**src/sv/mrpt_pkg.sv**
```systemverilog
`timescale 1ns / 1ps
`default_nettype none
package mrpt_pkg;
    localparam int VW = 32;
    localparam int CW = $clog2(VW);

    typedef struct packed {
        logic          start;
        logic [VW-1:0] a;
        logic [VW-1:0] b;
    } mul_req_t;

    function automatic logic [VW-1:0] base_of(input logic [1:0] idx);
        logic [VW-1:0] r;
        case (idx)
            2'd0:    r = VW'(2);
            2'd1:    r = VW'(7);
            default: r = VW'(61);
        endcase
        return r;
    endfunction
endpackage
`default_nettype wire

```
**src/sv/mrpt_modmul.sv**
```systemverilog
`timescale 1ns / 1ps
`default_nettype none
module mrpt_modmul import mrpt_pkg::*; (
    input  wire logic          clk,
    input  wire logic          rst_n,
    input  wire mul_req_t      req,
    input  wire logic [VW-1:0] modulus,
    output logic               done,
    output logic [VW-1:0]      result
);
    logic [VW-1:0] a_reg, a_next, b_reg, b_next, acc_reg, acc_next;
    logic [CW-1:0] cnt_reg, cnt_next;
    logic          busy_reg, busy_next, done_reg, done_next;
    logic [VW:0]   dbl, dbl_r, sum, sum_r;

    always_comb
    begin
        dbl   = {acc_reg, 1'b0};
        dbl_r = (dbl >= {1'b0, modulus}) ? dbl - {1'b0, modulus} : dbl;
        sum   = dbl_r + (a_reg[VW-1] ? {1'b0, b_reg} : '0);
        sum_r = (sum >= {1'b0, modulus}) ? sum - {1'b0, modulus} : sum;
        a_next = a_reg; b_next = b_reg; acc_next = acc_reg;
        cnt_next = cnt_reg; busy_next = busy_reg; done_next = 1'b0;
        if (req.start)
        begin
            a_next = req.a; b_next = req.b; acc_next = '0;
            cnt_next = '0; busy_next = 1'b1;
        end
        else if (busy_reg)
        begin
            // one multiplier bit per cycle, msb first
            acc_next = sum_r[VW-1:0];
            a_next   = {a_reg[VW-2:0], 1'b0};
            cnt_next = cnt_reg + 1'b1;
            if (cnt_reg == CW'(VW-1))
            begin
                busy_next = 1'b0;
                done_next = 1'b1;
            end
        end
    end

    always_ff @(posedge clk or negedge rst_n)
    begin
        if (!rst_n)
        begin
            busy_reg <= 1'b0;
            done_reg <= 1'b0;
            cnt_reg  <= '0;
        end
        else
        begin
            busy_reg <= busy_next;
            done_reg <= done_next;
            cnt_reg  <= cnt_next;
        end
    end

    always_ff @(posedge clk)
    begin
        a_reg   <= a_next;
        b_reg   <= b_next;
        acc_reg <= acc_next;
    end

    assign done   = done_reg;
    assign result = acc_reg;
endmodule
`default_nettype wire

```
**src/sv/miller_rabin_prime_test_core.sv**
```systemverilog
// Miller-Rabin primality test, bases 2, 7 and 61, for 32-bit candidates.
// Input channel: in_valid / in_ready with the candidate word. A word is
// taken only while the core is idle; in_ready is low while a test runs.
// Output channel: out_valid / out_ready with prime_flag, one result word
// for each candidate, held in an output register until taken.
// Every modular product goes through one shared shift-add modular
// multiplier that retires one bit a cycle.
// Trailing zeros of n-1 are stripped once per word.
// Each base then runs 32 square steps, a multiply by the base for each set
// bit of d, then up to s-1 further squarings.
// Candidates 0 and 1 are reported not prime without a test, and most
// composites finish after the first base.
// Reset clears the sequencer and the output valid flag; no word is pending.
// If the receiver stalls, the finished result waits in the output register
// and a new candidate is still taken; its result waits for the slot.
`timescale 1ns / 1ps
`default_nettype none
module miller_rabin_prime_test_core import mrpt_pkg::*; (
    input  wire logic          clk,
    input  wire logic          rst_n,
    input  wire logic          in_valid,
    output logic               in_ready,
    input  wire logic [31:0]   candidate,
    output logic               out_valid,
    input  wire logic          out_ready,
    output logic               prime_flag
);
    localparam logic [3:0] S_IDLE  = 4'd0;
    localparam logic [3:0] S_STRIP = 4'd1;
    localparam logic [3:0] S_BASE  = 4'd2;
    localparam logic [3:0] S_SQ    = 4'd3;
    localparam logic [3:0] S_SQW   = 4'd4;
    localparam logic [3:0] S_ML    = 4'd5;
    localparam logic [3:0] S_MLW   = 4'd6;
    localparam logic [3:0] S_NB    = 4'd7;
    localparam logic [3:0] S_CHK   = 4'd8;
    localparam logic [3:0] S_LOOP  = 4'd9;
    localparam logic [3:0] S_LW    = 4'd10;
    localparam logic [3:0] S_OUT   = 4'd11;

    logic [3:0]    state_reg, state_next;
    logic [VW-1:0] n_reg, n_next, d_reg, d_next, x_reg, x_next;
    logic [CW-1:0] s_reg, s_next, r_reg, r_next, bit_reg, bit_next;
    logic [1:0]    idx_reg, idx_next;
    logic          res_reg, res_next;
    logic          ov_reg, ov_next, pf_reg, pf_next;
    mul_req_t      req;
    logic          mul_done;
    logic [VW-1:0] mul_res, base, nm1;

    mrpt_modmul u_mul (
        .clk     (clk),
        .rst_n   (rst_n),
        .req     (req),
        .modulus (n_reg),
        .done    (mul_done),
        .result  (mul_res)
    );

    assign base     = base_of(idx_reg);
    assign nm1      = n_reg - 1'b1;
    assign in_ready = (state_reg == S_IDLE);

    always_comb
    begin
        state_next = state_reg; n_next = n_reg; d_next = d_reg; x_next = x_reg;
        s_next = s_reg; r_next = r_reg; bit_next = bit_reg; idx_next = idx_reg;
        res_next = res_reg; ov_next = ov_reg; pf_next = pf_reg;
        req = '{start: 1'b0, a: x_reg, b: x_reg};
        if (ov_reg && out_ready)
            ov_next = 1'b0;
        unique case (state_reg)
            S_IDLE:
            begin
                if (in_valid)
                begin
                    n_next   = candidate[VW-1:0];
                    d_next   = candidate[VW-1:0] - 1'b1;
                    s_next   = '0;
                    idx_next = '0;
                    if (candidate[VW-1:0] < VW'(2))
                    begin
                        res_next   = 1'b0;
                        state_next = S_OUT;
                    end
                    else
                        state_next = S_STRIP;
                end
            end
            S_STRIP:
            begin
                if (d_reg[0])
                    state_next = S_BASE;
                else
                begin
                    d_next = d_reg >> 1;
                    s_next = s_reg + 1'b1;
                end
            end
            S_BASE:
            begin
                if (n_reg == base)
                begin
                    res_next   = 1'b1;
                    state_next = S_OUT;
                end
                else
                begin
                    x_next     = VW'(1);
                    bit_next   = CW'(VW-1);
                    state_next = S_SQ;
                end
            end
            S_SQ:
            begin
                req.start  = 1'b1;
                state_next = S_SQW;
            end
            S_SQW:
            begin
                if (mul_done)
                begin
                    x_next     = mul_res;
                    state_next = S_ML;
                end
            end
            S_ML:
            begin
                // scan the unreduced base, accumulate the reduced residue
                if (d_reg[bit_reg])
                begin
                    req = '{start: 1'b1, a: base, b: x_reg};
                    state_next = S_MLW;
                end
                else
                    state_next = S_NB;
            end
            S_MLW:
            begin
                if (mul_done)
                begin
                    x_next     = mul_res;
                    state_next = S_NB;
                end
            end
            S_NB:
            begin
                if (bit_reg == '0)
                    state_next = S_CHK;
                else
                begin
                    bit_next   = bit_reg - 1'b1;
                    state_next = S_SQ;
                end
            end
            S_CHK:
            begin
                r_next = CW'(1);
                if (x_reg == VW'(1) || x_reg == nm1)
                begin
                    if (idx_reg == 2'd2)
                    begin
                        res_next   = 1'b1;
                        state_next = S_OUT;
                    end
                    else
                    begin
                        idx_next   = idx_reg + 1'b1;
                        state_next = S_BASE;
                    end
                end
                else
                    state_next = S_LOOP;
            end
            S_LOOP:
            begin
                if (r_reg < s_reg)
                begin
                    req.start  = 1'b1;
                    state_next = S_LW;
                end
                else
                begin
                    res_next   = 1'b0;
                    state_next = S_OUT;
                end
            end
            S_LW:
            begin
                if (mul_done)
                begin
                    x_next = mul_res;
                    r_next = r_reg + 1'b1;
                    if (mul_res == nm1)
                    begin
                        if (idx_reg == 2'd2)
                        begin
                            res_next   = 1'b1;
                            state_next = S_OUT;
                        end
                        else
                        begin
                            idx_next   = idx_reg + 1'b1;
                            state_next = S_BASE;
                        end
                    end
                    else
                        state_next = S_LOOP;
                end
            end
            S_OUT:
            begin
                // hold until the output slot is free
                if (!ov_reg || out_ready)
                begin
                    ov_next    = 1'b1;
                    pf_next    = res_reg;
                    state_next = S_IDLE;
                end
            end
            default: state_next = S_IDLE;
        endcase
    end

    always_ff @(posedge clk or negedge rst_n)
    begin
        if (!rst_n)
        begin
            state_reg <= S_IDLE;
            ov_reg    <= 1'b0;
        end
        else
        begin
            state_reg <= state_next;
            ov_reg    <= ov_next;
        end
    end

    always_ff @(posedge clk)
    begin
        n_reg   <= n_next;
        d_reg   <= d_next;
        x_reg   <= x_next;
        s_reg   <= s_next;
        r_reg   <= r_next;
        bit_reg <= bit_next;
        idx_reg <= idx_next;
        res_reg <= res_next;
        pf_reg  <= pf_next;
    end

    assign out_valid  = ov_reg;
    assign prime_flag = pf_reg;
endmodule
`default_nettype wire
```
**config.mk**
```make
export PLATFORM = sky130hd
export DESIGN_NAME = miller_rabin_prime_test_core
export DESIGN_NICKNAME = d
export VERILOG_FILES = /design/src/sv/mrpt_pkg.sv /design/src/sv/mrpt_modmul.sv /design/src/sv/miller_rabin_prime_test_core.sv
export SDC_FILE = /design/constraint.sdc
export NUM_CORES = 1
export LEC_CHECK = 0
export ABC_AREA = 1
export BUFFER_PORTS_ARGS = -buffer_cell sky130_fd_sc_hd__clkbuf_2
export CORE_ASPECT_RATIO = 1.25
export CORE_MARGIN = 1
export CORE_UTILIZATION = 60
export DETAILED_ROUTE_END_ITERATION = 10
export PLACE_DENSITY = 0.82
export RECOVER_POWER = 25
export SYNTH_ARGS = -nofsm -noshare
export SYNTH_HDL_FRONTEND = slang
export SYNTH_SLANG_ARGS = --single-unit
```
**constraint.sdc**
```tcl
create_clock -name clk -period 7.1 [get_ports clk]
set_input_delay 0.71 -clock clk [delete_from_list [all_inputs] [get_ports clk]]
set_output_delay 0.71 -clock clk [all_outputs]
set_load 0.01 [all_outputs]
```
Word-level counts from Yosys, hierarchy flattened. Index checks and enable logic that the tools add are counted.

Bits in registers: 223. Input bits: 36. Output and inout port bits: 3. Word-level logic and storage cells: 158.

$add $sub $neg: 10. $lt $le $gt $ge: 5. Eq/ne operators: 33. Muxes and demuxes: 67. Reductions and logical operators: 25.

Operators with widths (number): 32-bit two-way mux (8); 32-bit one-hot mux with 2 select lines (2); 32-bit equality test (3); 33-bit by 32-bit >= comparator with 1-bit output (2); 65-bit two-way mux (1); 64-bit two-way mux (1); 32-bit by 1-bit subtractor with 32-bit output, second input constant (2); 4-bit two-way mux (12); 4-bit one-hot mux with 12 select lines (1); 5-bit two-way mux (7); 33-bit by 32-bit adder with 33-bit output (1); 33-bit two-way mux (1); 33-bit by 32-bit subtractor with 33-bit output (1); 32-bit by 1-bit equality test with 1-bit output, second input constant (1); 32-bit by 2-bit < comparator with 1-bit output, second input constant (1); 32-bit subtractor (1); 5-bit one-hot mux with 2 select lines (3); 1-bit two-way mux (21); 2-bit != test, second input constant (10); 4-bit by 3-bit equality test with 1-bit output, second input constant (4); 4-bit equality test, second input constant (4); 5-bit by 1-bit adder with 5-bit output, second input constant (3); 6-bit one-hot mux with 2 select lines (1); 2-bit two-way mux (5); 29 further kinds (44).

Depth between registers and ports, before layout. Gate-level depths: netlist of run 1.

Word-level depth: 5. Mapped depth: 42. Gate-level depth less buffers: 40.

Cells and area by module. A second synthesis of run 1 with hierarchy kept.

Cells, all modules: 2833. Area total of the unflattened synthesis: 19307.3 µm².

Modules (own cells, without submodules): mrpt_modmul (times used 1, cells each 1623, area each 10523.8 µm², seq. area each 2737.6 µm²); miller_rabin_prime_test_core (times used 1, cells each 1210, area each 8783.4 µm², seq. area each 3578.4 µm²).

Worst setup path after synthesis of run 1. No wires, ideal clock.

Path type: register to register. Start: register n_reg[2]. End: register u_mul.acc_reg[10] (netlist: u_mul.result[10]). Setup time: 0.113 ns. Arrival time: 5.119 ns. Data required time: 6.987 ns. Slack: 1.868 ns. Stages on the path, launching flop included: 39. Buffers on the path: 2. Clock period less this slack: 5.232 ns. Cell sequence: edfxtp_1 -> inv_1 -> ha_1 -> a21oi_1 -> o21ai_1 -> a21oi_1 -> nand2_1 -> nand2_1 -> nand2_1 -> nand3_1 -> nand2_2 -> inv_1 -> clkbuf_1 -> nor2_1 -> ha_1 -> inv_1 -> fa_1 -> inv_1 -> [... 3 more ...] -> a21oi_1 -> o21ai_0 -> xor2_1 -> inv_1 -> ha_1 -> nand2_1 -> inv_1 -> a21oi_1 -> nor2_1 -> nor2_1 -> nor3_1 -> nor2_1 -> o21ai_1 -> nand2_1 -> buf_2 -> nand4_1 -> nand3_1 -> nand2_1.

Word-level cells in the longest chain between the ends: 5. Elaborated cells between the ends (all ways): 7. Those cells by class: 3 x add/sub; 2 x order compare; 2 x mux.

RTL lines: start: declaration (line miller_rabin_prime_test_core.sv:42) `logic [VW-1:0] n_reg, n_next, d_reg, d_next, x_reg, x_next;`; start signal: assignment (line miller_rabin_prime_test_core.sv:241) `n_reg <= n_next;`; 33-bit by 32-bit subtractor with 33-bit output / 33-bit by 32-bit >= comparator with 1-bit output (equally long branches) (line mrpt_modmul.sv:19) `dbl_r = (dbl >= {1'b0, modulus}) ? dbl - {1'b0, modulus} : dbl;`; 33-bit two-way mux (line mrpt_modmul.sv:19); 33-bit by 32-bit adder with 33-bit output (line mrpt_modmul.sv:20) `sum = dbl_r + (a_reg[VW-1] ? {1'b0, b_reg} : '0);`; 32-bit subtractor / 33-bit by 32-bit >= comparator with 1-bit output (equally long branches) (line mrpt_modmul.sv:21) `sum_r = (sum >= {1'b0, modulus}) ? sum - {1'b0, modulus} : sum;`; 32-bit two-way mux * (line mrpt_modmul.sv:21); end signal: assignment (line mrpt_modmul.sv:63) `acc_reg <= acc_next;`; end: declaration (line mrpt_modmul.sv:11) `logic [VW-1:0] a_reg, a_next, b_reg, b_next, acc_reg, acc_next;`.

Mark *: on every way between the ends. The rest lies on a longest branch, timed or not. A chain may end at the register's enable or synchronous reset.

Final worst setup path of run 1.
Start: register n_reg[3]. End: register u_mul.acc_reg[26] (netlist: u_mul.result[26]).

The elaborated chain is that of the path after synthesis.

==> results.py, run 1 <==
metrics = {
    "floorplan": {
        "die_w_um": 160,
        "ioPinCount": 39,
        "core-area_mm2": 0.0304,
        "initial_core_util_pct": 61.5,
        "die_h_um": 199,
        "rows": 71,
        "dieArea_mm2": 0.0319,
    },
    "routing": {
        "viasPerCell": 5.98,
        "drc_errors": 0,
        "wl_per_cell_um": 20.1,
        "first_pass_iters": 8,
        "routed_wl_um": 62300,
        "detailroute.via_count": 18566,
        "first_iter_violations": 1743,
        "antenna_left": 0,
    },
    "synthesis": {
        "synth.top_cell.area_share_pct": 28.8,
        "synthFlopType": "edfxtp_1",
        "synth.distinct_cells": 59,
        "synth_top_family_by_area": "simple AND/OR/NAND/NOR gates",
        "synth_edf_count": 179,
        "synth_seq_area_share_pct": 33.8,
        "synth-async-reset-ratio_pct": 5.38,
        "yosys_warnings": 0,
        "synthMuxAreaShare_pct": 0,
        "synthSimpleGateAreaFrac_pct": 31.0,
        "synthAdderAreaFrac_pct": 7.69,
        "netlist_instances": 2634,
        "yosys-top-cells-area": "edfxtp_1 29%, nand2_1 13%, inv_1 7.4%, ha_1 7.4%, nor2_1 6.2%",
        "ys_ff_latch": 223,
        "synthXorXnorAreaFrac_pct": 5.61,
        "synth_compound_area_share_pct": 12.8,
        "syn_area_mm2": 0.0187,
        "synth_top_area_cell": "edfxtp_1",
        "synth_fp_nets": 2783,
        "syn_avg_cell_area_um2": 7.09,
    },
    "clock_tree": {
        "cts_max_path_buffers": 3,
        "root_buffer": "clkbuf_16",
        "h-tree-depth": 1,
        "cts_sinks": 223,
        "clk_pin_slew_ns": 0.06,
        "cts_made_buffers": 24,
        "insertion_delay_ns": 0.56,
        "cts_tree": "built",
    },
    "grt": {
        "grt_max_degree": 37,
        "overflow": 0,
        "grt_pass1_vias": 18226,
        "grt_pass1_wl_um": 96100,
        "antenna_found_initial": 0,
        "gr-usage-all-layers_pct": 39.1,
    },
    "worst_setup_path": {
        "crit_type": "register to register",
        "start_kind": "register",
        "cp.arrival_ns": 7.19,
        "cp_slowest_cell": "nor3_1",
        "worstReg2RegStart": "n_reg[3]$_DFFE_PP_",
        "r2r-end": "u_mul.result[26]$_SDFFE_PP0P_",
        "cp-end-kind": "register",
        "rrSetupSlack_ns": 0.36,
        "cp_common_cell": "nand2_1",
        "r2r_cells": 34,
        "required_ns": 7.55,
        "critical_path.max_fanout": 7,
        "cp_slowest_stage_delay_ns": 0.68,
    },
    "cells_and_area": {
        "layout_commonest_cell": "nand2_1",
        "final_area_mm2": 0.0203,
        "drive_gt1_share_pct": 6.00,
        "insertedDiodeCount": 0,
        "syn2layout_area_growth_pct": 8.43,
        "layout_common_cells": "647 x nand2_1, 370 x inv_1, 308 x nor2_1",
        "fin_nets": 2833,
        "layout.cells.non_filler": 3103,
    },
    "sta": {
        "fin_crit_sh_pct": 94.9,
        "skew_ns": 0.0259,
        "rsz0062_at_grt": "true",
        "hold_ws_ns": 0.181,
        "fmax_ghz": 0.148,
        "setup_viol": 0,
        "hold_viol_final": 0,
        "timing.final.ws_setup_ns": 0.362,
        "slew_violations": 0,
        "period_minus_slack_ns": 6.74,
        "worst_pin_slew_ns": 1.17,
        "timing.slew.headroom_pct": 21.8,
    },
    "outcome": {
        "status": "complete, no violations",
    },
    "placed_design": {
        "place_area_mm2": 0.0193,
        "place.gp.congestion": 1.07,
        "dp_hpwl_um": 49000,
        "place_ws_ns": 0.106,
        "dp_cells": 3051,
        "io_buffers": 38,
    },
    "min_path": {
        "hold_class": "primary input to async pin",
    },
    "job": {
        "maxCapViolCount": 0,
    },
}
[layer usage]
layer | wire length (um) | GRT usage [%] | share of wire [%]
met1 | 23500 | 46.9 | 38
met2 | 29000 | 68.2 | 47
met3 | 5470 | 4.25 | 8.8
met4 | 4300 | 23.4 | 6.9
met5 | 0 | 0 | 0
[cell usage after synthesis, types with 10 or more instances]
cell and instances:
a21o_1 20, a21oi_1 146, a22o_1 14, a31oi_1 10
buf_2 16, clkbuf_1 22, dfrtp_1 12, dfxtp_1 32
edfxtp_1 179, ha_1 110, inv_1 370, nand2_1 648
nand2_2 17, nand3_1 206, nand4_1 58, nor2_1 310
nor2_2 14, nor3_1 27, nor4_1 13, o21ai_0 172
o21bai_1 10, xnor2_1 43, xor2_1 71
[worst max-delay path: cells and delay by family, from the launching register on]
family | cells | cell delay [ns]
buffers and inverters | 6 | 0.68
adders and majority gates | 3 | 1.27
DFF | 1 | 0.46
AOI/OAI and AO/OA | 7 | 1.18
and+or+nand+nor | 16 | 2.60
xor gates and xnor gates | 2 | 0.45
[kinds of logic (layout without fill, tap and decap cells)]
family,after synthesis,in the layout
compound gates,422,422
fa+ha+maj,113,113
buf+inv,428,494
flops,223,223
xor+xnor,117,117
simple gates,1331,1333
[worst max path at each step]
| stage | startpoint | cells past startpoint | slack [ns] | endpoint |
|---|---|---|---|---|
| floorplan | n_reg[2]$_DFFE_PP_ | 38 | 1.87 | u_mul.result[10]$_SDFFE_PP0P_ |
| global placement | n_reg[7]$_DFFE_PP_ | 34 | 0.15 | u_mul.result[29]$_SDFFE_PP0P_ |
| detailed placement | n_reg[7]$_DFFE_PP_ | 34 | 0.11 | u_mul.result[15]$_SDFFE_PP0P_ |
| CTS | n_reg[7]$_DFFE_PP_ | 34 | 0.06 | u_mul.result[9]$_SDFFE_PP0P_ |
| global route | n_reg[4]$_DFFE_PP_ | 37 | -0.04 | u_mul.result[1]$_SDFFE_PP0P_ |
| finish | n_reg[3]$_DFFE_PP_ | 34 | 0.36 | u_mul.result[26]$_SDFFE_PP0P_ |
[area by class of cell]
cell class,instances,area [um2]
clock buffers,28,637
flip-flops and latches,223,6320
repair buffers,75,432
clock inverters,16,258
inverters,375,1410
well taps,401,502
multi-input cells,1985,10700
fillers,2712,10100
[timing repair]
action | 4_1_cts | 5_1_grt
gates resized for setup | 0 | 8
setup endpoints to repair | 0 | 32
setup buffers | 0 | 6
hold buffers | 0 | 0
[metrics by stage]
| step | TNS, ns | utilization (%) |
|---|---|---|
| 5_1_grt | -0.211 | 66.7 |
| 2_1_floorplan | 0 | - |
| 4_1_cts | 0 | 66.5 |
| 6_report | 0 | 66.7 |
| 3_5_place_dp | 0 | 63.6 |
| 3_3_place_gp | 0 | 63.6 |
Power of run 1 is left out: the tool's default activity adds up to more than one toggle a clock period on the data nets, which glitch-free logic cannot reach.
==> run 2: changes to the inputs <==
--- a/config.mk
+++ b/config.mk
@@ -8,7 +8,7 @@
 export ABC_AREA = 1
 export BUFFER_PORTS_ARGS = -buffer_cell sky130_fd_sc_hd__clkbuf_2
 export CORE_ASPECT_RATIO = 1.25
-export CORE_MARGIN = 1
+export CORE_MARGIN = 4
 export CORE_UTILIZATION = 60
 export DETAILED_ROUTE_END_ITERATION = 10
 export PLACE_DENSITY = 0.82
==> results.py, run 2 (synthesized netlist as in run 1, its figures left out) <==
metrics = {
    "sta": {
        "fin_crit_sh_pct": 94.3,
        "timing.final.ws_setup_ns": 0.405,
        "skew_ns": 0.0173,
        "tns_ns": 0,
        "worst_pin_slew_ns": 1.36,
        "hold_viol_final": 0,
        "fmax_ghz": 0.149,
        "setup_viol": 0,
        "period_minus_slack_ns": 6.69,
        "slew_violations": 0,
        "timing.slew.headroom_pct": 9.28,
    },
    "worst_setup_path": {
        "cp_slowest_cell": "edfxtp_1",
        "cp.arrival_ns": 7.14,
        "r2r_cells": 35,
        "required_ns": 7.54,
        "rrSetupSlack_ns": 0.41,
        "crit_type": "register to register",
        "cp-end-kind": "register",
        "r2r-end": "u_mul.result[11]$_SDFFE_PP0P_",
        "critical_path.max_fanout": 22,
        "cp_common_cell": "nand2_1",
        "worstReg2RegStart": "n_reg[2]$_DFFE_PP_",
        "cp_slowest_stage_delay_ns": 0.49,
        "start_kind": "register",
        "path_buf_inv": 7,
        "crit_family": "simple AND/OR/NAND/NOR gates",
    },
    "clock_tree": {
        "cts_sinks": 223,
        "cts_made_buffers": 25,
        "clk_pin_slew_ns": 0.06,
        "cts_max_path_buffers": 3,
        "root_buffer": "clkbuf_16",
        "insertion_delay_ns": 0.55,
        "cts_tree": "built",
        "h-tree-depth": 1,
    },
    "grt": {
        "gr-usage-all-layers_pct": 34.3,
        "grt_pass1_vias": 18039,
        "grt_pass1_wl_um": 93400,
        "grt_max_degree": 37,
        "antenna_found_initial": 0,
        "overflow": 0,
    },
    "placed_design": {
        "dp_hpwl_um": 47800,
        "place.gp.congestion": 1.05,
        "place_ws_ns": 0.132,
        "io_buffers": 38,
    },
    "cells_and_area": {
        "layout_common_cells": "647 x nand2_1, 369 x inv_1, 307 x nor2_1",
        "syn2layout_area_growth_pct": 7.63,
        "utilization_pct": 65.3,
        "insertedDiodeCount": 0,
        "fillers": 2811,
        "fin_nets": 2829,
        "layout_commonest_cell": "nand2_1",
        "drive_gt1_share_pct": 5.74,
    },
    "routing": {
        "drc_errors": 0,
        "detailroute.via_count": 18516,
        "routed_wl_um": 60100,
        "first_iter_violations": 1804,
        "wl_per_cell_um": 19.3,
        "first_pass_iters": 8,
        "viasPerCell": 5.96,
        "antenna_left": 0,
    },
    "floorplan": {
        "rows": 72,
        "die_h_um": 205,
        "ioPinCount": 39,
        "initial_core_util_pct": 60.6,
        "core-area_mm2": 0.0308,
        "dieArea_mm2": 0.0340,
        "die_w_um": 166,
    },
    "outcome": {
        "status": "complete, no violations",
    },
    "min_path": {
        "hold_class": "primary input to async pin",
    },
    "job": {
        "maxCapViolCount": 0,
    },
}
==> run 2: layout make-up <==
cell class                 count  area [um2]  area share, %
multi-input combinational   1985       10700           53.2
clock inverter                17         143          0.709
timing repair buffer          70         392           1.95
clock buffer                  28         637           3.17
inverter                     375        1410           7.00
sequential                   223        6320           31.4
tap                          407         509           2.53
==> run 2: per-layer routing <==
metal	part of all wire [%]	global-route usage, %
met5	0	0
met1	37	41.0
met2	47	59.6
met4	7.2	20.5
met3	8.4	4.04
==> run 2: what timing repair did <==
| item | in CTS | in global routing |
|---|---|---|
| resized for setup | 0 | 10 |
| endpoints found under the setup margin | 0 | 32 |
| hold buffers | 0 | 0 |
| buffers inserted | 0 | 8 |
==> run 2: stage by stage <==
step	instances	instance area, um2	hold WS [ns]
floorplan	2634	18700	0.414
global placement	3050	19300	0.462
detailed placement	3050	19300	0.473
CTS	3095	20100	0.0346
global route	3105	20100	0.202
finish	3105	20100	0.165
==> run 2: how the worst max path moves through the flow <==
stage | start | end | slack, ns | cells past startpoint
CTS | n_reg[7]$_DFFE_PP_ | u_mul.result[10]$_SDFFE_PP0P_ | 0.11 | 34
finish | n_reg[2]$_DFFE_PP_ | u_mul.result[11]$_SDFFE_PP0P_ | 0.41 | 35
global route | n_reg[3]$_DFFE_PP_ | u_mul.result[12]$_SDFFE_PP0P_ | -0.01 | 37
floorplan | n_reg[2]$_DFFE_PP_ | u_mul.result[10]$_SDFFE_PP0P_ | 1.87 | 38
global placement | n_reg[7]$_DFFE_PP_ | u_mul.result[29]$_SDFFE_PP0P_ | 0.22 | 34
detailed placement | n_reg[7]$_DFFE_PP_ | u_mul.result[11]$_SDFFE_PP0P_ | 0.13 | 34
Power of run 2 is left out for the same reason.
